File: src/hw/rtl/rdpg_pkg.sv
// ----------------------------------------------------------------------------
// rdpg_pkg: shared types and constants of the radial disk pixel generator
// Holds the field widths, configuration register indexes and the request
// that travels down the square root cell chain.
// ----------------------------------------------------------------------------
package rdpg_pkg;

    // Fixed field widths.
    localparam int DIM_W    = 13;   // image width and height registers
    localparam int RADIUS_W = 12;   // disk radius register
    localparam int CTR_W    = 12;   // centre coordinate (dimension / 2)
    localparam int GREY_W   = 8;    // grey level

    // Every squared distance is rooted, but the root is only used while below radius squared.
    localparam int RAD_W  = 2 * RADIUS_W;   // radicand width
    localparam int ROOT_W = RADIUS_W;       // root width, one bit per cell
    localparam int REM_W  = ROOT_W + 1;     // partial remainder width

    localparam logic [GREY_W-1:0] GREY_MAX = 8'd255;

    // Configuration register indexes.
    localparam int CFG_IDX_W = 2;
    localparam logic [CFG_IDX_W-1:0] CFG_IMAGE_WIDTH  = 2'd0;
    localparam logic [CFG_IDX_W-1:0] CFG_IMAGE_HEIGHT = 2'd1;
    localparam logic [CFG_IDX_W-1:0] CFG_DISK_RADIUS  = 2'd2;

    // Reset values of the configuration registers.
    localparam logic [DIM_W-1:0]    IMAGE_WIDTH_RST  = 13'd512;
    localparam logic [DIM_W-1:0]    IMAGE_HEIGHT_RST = 13'd512;
    localparam logic [RADIUS_W-1:0] DISK_RADIUS_RST  = 12'd100;

    // One request in flight through the root cell chain.
    typedef struct packed {
        logic              in_disk; // squared distance below radius squared
        logic [RAD_W-1:0]  rad;     // radicand bits not yet consumed, MSB first
        logic [REM_W-1:0]  rem;     // partial remainder
        logic [ROOT_W-1:0] root;    // root bits found so far
    } sq_bus_t;

endpackage

File: src/hw/rtl/rdpg_front.sv
// ----------------------------------------------------------------------------
// rdpg_front: distance front end
// Three registered stages: absolute offsets to the centre, their squares,
// then the squared distance and its compare against radius squared.
// ----------------------------------------------------------------------------
module rdpg_front #(
    parameter int COORD_BITS = 12
) (
    input  logic                           aclk,
    input  logic                           aresetn,
    input  logic                           in_valid,
    output logic                           in_ready,
    input  logic [COORD_BITS-1:0]          pixel_col,
    input  logic [COORD_BITS-1:0]          pixel_row,
    input  logic [rdpg_pkg::DIM_W-1:0]     image_width,
    input  logic [rdpg_pkg::DIM_W-1:0]     image_height,
    input  logic [rdpg_pkg::RAD_W-1:0]     radius_sq,
    output logic                           out_valid,
    input  logic                           out_ready,
    output rdpg_pkg::sq_bus_t              out_data
);
    import rdpg_pkg::*;

    localparam int DIFF_W = (COORD_BITS > CTR_W) ? COORD_BITS : CTR_W;
    localparam int SQ_W   = 2 * DIFF_W;
    localparam int SUM_W  = SQ_W + 1;

    logic              v1_reg, v2_reg, v3_reg;
    logic              rdy1, rdy2, rdy3;
    logic [DIFF_W-1:0] dx_reg, dy_reg, dx_next, dy_next;
    logic [SQ_W-1:0]   dx2_reg, dy2_reg, dx2_next, dy2_next;
    logic [DIFF_W-1:0] col_ext, row_ext, cx_ext, cy_ext;
    logic [SUM_W-1:0]  sum;
    sq_bus_t           data_reg, data_next;

    // Ready ripples back through empty stages.
    assign rdy3     = !v3_reg || out_ready;
    assign rdy2     = !v2_reg || rdy3;
    assign rdy1     = !v1_reg || rdy2;
    assign in_ready = rdy1;

    // Stage 1: absolute offsets from the centre.
    always_comb begin
        col_ext = DIFF_W'(pixel_col);
        row_ext = DIFF_W'(pixel_row);
        cx_ext  = DIFF_W'(image_width[DIM_W-1:1]);
        cy_ext  = DIFF_W'(image_height[DIM_W-1:1]);
        dx_next = (col_ext >= cx_ext) ? (col_ext - cx_ext) : (cx_ext - col_ext);
        dy_next = (row_ext >= cy_ext) ? (row_ext - cy_ext) : (cy_ext - row_ext);
    end

    // Stage 2: squares of the offsets.
    always_comb begin
        dx2_next = SQ_W'(dx_reg) * SQ_W'(dx_reg);
        dy2_next = SQ_W'(dy_reg) * SQ_W'(dy_reg);
    end

    // Stage 3: squared distance, disk test and a fresh root request.
    always_comb begin
        sum               = SUM_W'(dx2_reg) + SUM_W'(dy2_reg);
        data_next.in_disk = sum < SUM_W'(radius_sq);
        data_next.rad     = sum[RAD_W-1:0];
        data_next.rem     = '0;
        data_next.root    = '0;
    end

    // Stage valid bits.
    always_ff @(posedge aclk) begin
        if (!aresetn) begin
            v1_reg <= 1'b0;
            v2_reg <= 1'b0;
            v3_reg <= 1'b0;
        end else begin
            if (rdy1) begin
                v1_reg <= in_valid;
            end
            if (rdy2) begin
                v2_reg <= v1_reg;
            end
            if (rdy3) begin
                v3_reg <= v2_reg;
            end
        end
    end

    // Stage payloads.
    always_ff @(posedge aclk) begin
        if (rdy1 && in_valid) begin
            dx_reg <= dx_next;
            dy_reg <= dy_next;
        end
        if (rdy2 && v1_reg) begin
            dx2_reg <= dx2_next;
            dy2_reg <= dy2_next;
        end
        if (rdy3 && v2_reg) begin
            data_reg <= data_next;
        end
    end

    assign out_valid = v3_reg;
    assign out_data  = data_reg;

endmodule

File: src/hw/rtl/rdpg_sqrt_cell.sv
// ----------------------------------------------------------------------------
// rdpg_sqrt_cell: one step of the digit-by-digit square root
// Takes the next two radicand bits, decides one root bit and hands the
// request to the next cell through its own register.
// ----------------------------------------------------------------------------
module rdpg_sqrt_cell (
    input  logic              aclk,
    input  logic              aresetn,
    input  logic              in_valid,
    output logic              in_ready,
    input  rdpg_pkg::sq_bus_t in_data,
    output logic              out_valid,
    input  logic              out_ready,
    output rdpg_pkg::sq_bus_t out_data
);
    import rdpg_pkg::*;

    localparam int SH_W = REM_W + 2;

    logic            valid_reg;
    sq_bus_t         data_reg, data_next;
    logic [SH_W-1:0] rem_sh, trial;
    logic            take;

    assign in_ready = !valid_reg || out_ready;

    // Trial subtract of 4*root+1 from the shifted remainder.
    always_comb begin
        rem_sh            = {in_data.rem, in_data.rad[RAD_W-1 -: 2]};
        trial             = {1'b0, in_data.root, 2'b01};
        take              = rem_sh >= trial;
        data_next.in_disk = in_data.in_disk;
        data_next.rad     = {in_data.rad[RAD_W-3:0], 2'b00};
        data_next.rem     = take ? REM_W'(rem_sh - trial) : rem_sh[REM_W-1:0];
        data_next.root    = {in_data.root[ROOT_W-2:0], take};
    end

    always_ff @(posedge aclk) begin
        if (!aresetn) begin
            valid_reg <= 1'b0;
        end else if (in_ready) begin
            valid_reg <= in_valid;
        end
    end

    always_ff @(posedge aclk) begin
        if (in_ready && in_valid) begin
            data_reg <= data_next;
        end
    end

    assign out_valid = valid_reg;
    assign out_data  = data_reg;

endmodule

File: src/hw/rtl/radial_disk_pixel_generator_top.sv
// ----------------------------------------------------------------------------
// radial_disk_pixel_generator_top: radial disk test pattern pixel source
// Gives the grey level of a disk centred on the image for each pixel request.
// ----------------------------------------------------------------------------
// One pixel request is taken every clock while s_ready is high, and one grey
// level leaves for each, in order. The path is three front-end stages (offsets,
// squares, disk compare) and a chain of 12 square root cells, one root bit per cell.
// While m_ready is high the chain hands each request on every cycle, so throughput is one pixel
// per clock; empty stages soak up output stalls before the input stalls.
// Inside the disk the level is 255 minus the floor root of the squared
// distance, modulo 256; outside it is 0. Configuration writes are taken
// immediately and must only happen while no request is in flight.
module radial_disk_pixel_generator_top #(
    parameter int COORD_BITS = 12
) (
    input  logic                             aclk,
    input  logic                             aresetn,
    // Configuration write port.
    input  logic                             cfg_wen,
    input  logic [rdpg_pkg::CFG_IDX_W-1:0]   cfg_index,
    input  logic [rdpg_pkg::DIM_W-1:0]       cfg_wdata,
    // Pixel requests.
    input  logic                             s_valid,
    output logic                             s_ready,
    input  logic [COORD_BITS-1:0]            s_pixel_col,
    input  logic [COORD_BITS-1:0]            s_pixel_row,
    // Grey levels.
    output logic                             m_valid,
    input  logic                             m_ready,
    output logic [rdpg_pkg::GREY_W-1:0]      m_grey_level
);
    import rdpg_pkg::*;

    logic [DIM_W-1:0]    image_width_reg, image_height_reg;
    logic [RADIUS_W-1:0] disk_radius_reg;
    logic [RAD_W-1:0]    radius_sq_reg, radius_sq_next;

    logic    cell_valid [ROOT_W+1];
    logic    cell_ready [ROOT_W+1];
    sq_bus_t cell_data  [ROOT_W+1];
    sq_bus_t last;

    // Configuration registers.
    always_ff @(posedge aclk) begin
        if (!aresetn) begin
            image_width_reg  <= IMAGE_WIDTH_RST;
            image_height_reg <= IMAGE_HEIGHT_RST;
            disk_radius_reg  <= DISK_RADIUS_RST;
        end else if (cfg_wen) begin
            case (cfg_index)
                CFG_IMAGE_WIDTH:  image_width_reg  <= cfg_wdata;
                CFG_IMAGE_HEIGHT: image_height_reg <= cfg_wdata;
                CFG_DISK_RADIUS:  disk_radius_reg  <= cfg_wdata[RADIUS_W-1:0];
                default: ;
            endcase
        end
    end

    // Radius squared, kept registered off the pixel path.
    assign radius_sq_next = RAD_W'(disk_radius_reg) * RAD_W'(disk_radius_reg);

    always_ff @(posedge aclk) begin
        radius_sq_reg <= radius_sq_next;
    end

    // Distance front end.
    rdpg_front #(
        .COORD_BITS (COORD_BITS)
    ) u_front (
        .aclk         (aclk),
        .aresetn      (aresetn),
        .in_valid     (s_valid),
        .in_ready     (s_ready),
        .pixel_col    (s_pixel_col),
        .pixel_row    (s_pixel_row),
        .image_width  (image_width_reg),
        .image_height (image_height_reg),
        .radius_sq    (radius_sq_reg),
        .out_valid    (cell_valid[0]),
        .out_ready    (cell_ready[0]),
        .out_data     (cell_data[0])
    );

    // Square root cell chain, most significant root bit first.
    for (genvar i = 0; i < ROOT_W; i++) begin : g_cell
        rdpg_sqrt_cell u_cell (
            .aclk      (aclk),
            .aresetn   (aresetn),
            .in_valid  (cell_valid[i]),
            .in_ready  (cell_ready[i]),
            .in_data   (cell_data[i]),
            .out_valid (cell_valid[i+1]),
            .out_ready (cell_ready[i+1]),
            .out_data  (cell_data[i+1])
        );
    end

    // Grey level from the finished root.
    assign last               = cell_data[ROOT_W];
    assign m_valid            = cell_valid[ROOT_W];
    assign cell_ready[ROOT_W] = m_ready;
    assign m_grey_level       = last.in_disk ? (GREY_MAX - last.root[GREY_W-1:0]) : '0;

endmodule
File: config.mk
export PLATFORM = sky130hd
export DESIGN_NAME = radial_disk_pixel_generator_top
export DESIGN_NICKNAME = d
export VERILOG_FILES = /design/src/hw/rtl/rdpg_pkg.sv /design/src/hw/rtl/rdpg_front.sv /design/src/hw/rtl/rdpg_sqrt_cell.sv /design/src/hw/rtl/radial_disk_pixel_generator_top.sv
export SDC_FILE = /design/constraint.sdc
export NUM_CORES = 1
export LEC_CHECK = 0
export BUFFER_PORTS_ARGS = -buffer_cell sky130_fd_sc_hd__buf_2
export CORE_ASPECT_RATIO = 1.75
export CORE_MARGIN = 3
export CORE_UTILIZATION = 35
export DETAILED_ROUTE_END_ITERATION = 16
export GPL_ROUTABILITY_DRIVEN = 0
export PLACE_DENSITY = 0.51
export SLEW_MARGIN = 30
export SYNTH_ARGS = -nofsm -noshare
export SYNTH_HDL_FRONTEND = slang
export SYNTH_SLANG_ARGS = --single-unit
File: constraint.sdc
create_clock -name aclk -period 6.4 [get_ports aclk]
set_input_delay 0.96 -clock aclk [delete_from_list [all_inputs] [get_ports aclk]]
set_output_delay 0.96 -clock aclk [all_outputs]
set_load 0.02 [all_outputs]
==> run_results.csv <==
group,metric,value,unit
synth,netlist_top_cells_count,"inv_1, edfxtp_1, ha_1",
timing,rsz0062_at_grt,"no",
synth,synth_area_leaders,"edfxtp_1, fa_1, ha_1, inv_1, dfxtp_1",
final_layout,area_delta_synth_final,9.720,%
clocking,insertion_delay,620,ps
route,wl_met2,45950,um
setup_path,crit_path_end_kind,"flip-flop",
synth,syn-num-nets,3980,
timing,maxSlewViolCount,0,
global_route,grtUsageTotal,14.16,%
setup_path,worstPathRequired,6770,ps
power,p_sw_share,41.79,%
setup_path,critPathMaxFanout,13,
route,wl_per_cell,15.70,um
final_layout,largest_reg_flops,348,
final_layout,multi_input_area,18870,sq um
route,m1WireLength,23450,um
route,top_layer,"met4",
synth,yosysMostFrequentCell,"inv_1",
power,peakVddDrop,0.0004532,V
timing,final.setup.tns,0,ps
final_layout,seqCellArea,14780,sq um
clocking,clkTransAtPathRegs,60,ps
timing,fmaxAchievable,0.1694,GHz
power,p_per_area,463.9,nW/um^2
setup_path,r2r_cells,19,
clocking,cts_buffer_depth,3,
placement,placed_cells,4675,
global_route,grt_pass1_vias,24110,
route,drtAntennaViolNets,0,
clocking,cts-root-buf,"clkbuf_16",
clocking,cts.sinks,517,
synth,synth_seq_cells,517,
route,via_per_inst,4.736,
run_status,run_status,"completed",
setup_path,critPathKind,"flip-flop to flip-flop",
synth,async_flop_share,0,%
global_route,grt_max_degree,52,
clocking,cts_tree,"done",
global_route,antenna_found_initial,0,
synth,yosys_warnings,0,
timing,whs,406.9,ps
hold_path,min_path_cells,0,
timing,period_share,92.23,%
clocking,numCtsBuffers,52,
floorplanning,rows,155,
global_route,grt_pass1_wl,122100,um
run,drv_cap,0,
synth,synth_edf_count,443,
timing,skew,24.03,ps
synth,yosysSeqAreaShare,40.86,%
placement,dp_hpwl,62250,um
clocking,cts-htree-levels,2,
clocking,cts_hold_buf,0,
route,routed_wl,74930,um
power,p_int,10.72,mW
timing,finalHoldViolCount,0,
timing,setup_viol,0,
setup_path,arrival,6270,ps
synth,synth_top_area_share,36.76,%
floorplanning,coreArea,102200,sq um
power,pwr-share-comb,58.4,%
global_route,grt_overflow,0,
placement,numPortBuffers,53,
timing,relSlewSlack,41.68,%
power,leakagePower,17.36,nW
floorplanning,initial_core_util,35.40,%
synth,synth_ff_type,"edfxtp_1",
final_layout,drive_above_1_share,6.490,%
clocking,post_cts_buffers,0,
floorplanning,die_y,431.3,um
clocking,cts-resized-gates,0,
route,num_vias,22600,
power,p_sw,7.696,mW
route,wl_met3,1670,um
timing,finalCriticalPeriod,5903,ps
final_layout,num-nets-final,4039,
floorplanning,fp.dieW,249.1,um
hold_path,holdCritPathClass,"flip-flop to flip-flop",
route,drt_iter0_drc,655,
power,power_frac_seq,25.8,%
final_layout,fillers,10040,
floorplanning,ios,54,
power,clkPwrFrac,15.8,%
timing,worst_slew_pin_slew,874.8,ps
synth,synthCells,3336,
floorplanning,die_area,107400,sq um
route,drc_errors,0,
synth,synth_cell_type_count,79,
synth,synth_top_area_cell,"edfxtp_1",
synth,netlist_area,36180,sq um
final_layout,instances_no_fill,4771,
synth,avgSynthCellArea,10.85,sq um
route,first_pass_iters,5,
setup_path,critPathLaunchType,"flip-flop",
[final timing paths]
check | from | slack (ps) | endpoint
worst max-delay path | u_front.dy_reg[1] | 500 | u_front.dy2_reg[23]
worst min-delay path | g_cell[3].u_cell.out_data[49] | 410 | g_cell[4].u_cell.out_data[49]
worst max register to register | u_front.dy_reg[1] | 500 | u_front.dy2_reg[23]
worst min register to register | g_cell[3].u_cell.out_data[49] | 410 | g_cell[4].u_cell.out_data[49]
[layout by cell type, fill, tap and decap left out, types with 11 or more instances in the layout]
cell / netlist / routed
nand2_1: 247 / 247
nor4_1: 17 / 17
o21ai_0: 98 / 98
or3_1: 13 / 13
buf_4: 2 / 24
clkbuf_16: 0 / 52
nor2b_1: 67 / 61
o21bai_1: 11 / 11
dfxtp_1: 74 / 74
a31oi_1: 14 / 14
a21oi_1: 110 / 109
edfxtp_1: 443 / 443
fa_1: 249 / 249
a21boi_0: 41 / 36
ha_1: 351 / 351
o211ai_1: 14 / 14
buf_2: 9 / 53
nand4_1: 20 / 20
nor2_1: 134 / 134
o31ai_1: 19 / 19
xnor2_1: 104 / 104
mux2_2: 18 / 18
or2_2: 12 / 12
nand3_1: 28 / 28
xor2_1: 75 / 75
a211oi_1: 16 / 16
nand2b_1: 28 / 28
and2_1: 135 / 135
and3_1: 15 / 15
inv_1: 609 / 609
nor3_1: 64 / 64
mux2i_1: 25 / 25
a21o_1: 51 / 51
o21a_1: 57 / 57
[metal layers]
layer / track usage [%] / vias to the layer above
met2: 31.22 / 227
met5: 0 / -
li1: - / 11270
met3: 1.746 / 142
met4: 6.597 / 0
met1: 11.89 / 10950
[worst max-delay path, stage by stage, from the launching register on]
cell and delay, ps:
edfxtp_1 590, and2_1 230, inv_1 70, fa_1 530
inv_1 50, fa_1 500, fa_1 520, fa_1 540
inv_1 50, fa_1 520, inv_1 40, ha_1 360
and4_1 230, a21oi_1 180, a21oi_1 130, o31ai_2 390
nor4_1 90, a2111o_1 410, a21oi_2 150, xnor2_1 70
[layout make-up]
class                      count  area share, %
antenna                        1       0.006303
clock buffer                  58          3.360
clock inverter                37         0.6933
inverter                     609          5.758
multi-input combinational   2136          47.54
sequential                   517          37.24
tap                         1334          4.204
timing repair buffer          79          1.198
[logic make-up (layout without fill, tap and decap cells)]
group | after synthesis | after routing | share of synthesized area [%]
simple gates | 822 | 822 | 11.53
buf+inv | 683 | 783 | 7.158
fa+ha+maj | 600 | 600 | 25.91
flops | 517 | 517 | 40.86
compound gates | 491 | 491 | 8.942
xor+xnor | 179 | 179 | 4.333
mux | 43 | 43 | 1.252
other cells | 1 | 2 | 0.01036
[power groups by stage]
stage	Clock [mW]	Combinational, mW	Sequential, mW
finish	2.92	10.8	4.75
global route	3.15	12.5	4.76
CTS	3.03	11.1	4.76
detailed placement	0	11.0	4.84
global placement	0	11.0	4.83
floorplan	0	8.54	4.60
[metrics by stage]
stage	total power, mW	setup slack [ps]	utilization, %	instance area, sq um
detailed placement	15.81	476.4	37.26	38080
global placement	15.79	502.4	37.23	38050
finish	18.42	497.3	38.84	39700
floorplan	13.14	821.9	-	36180
global route	20.46	77.24	38.84	39700
CTS	18.88	454.9	38.83	39690
Power figures use the tool's default switching activity.
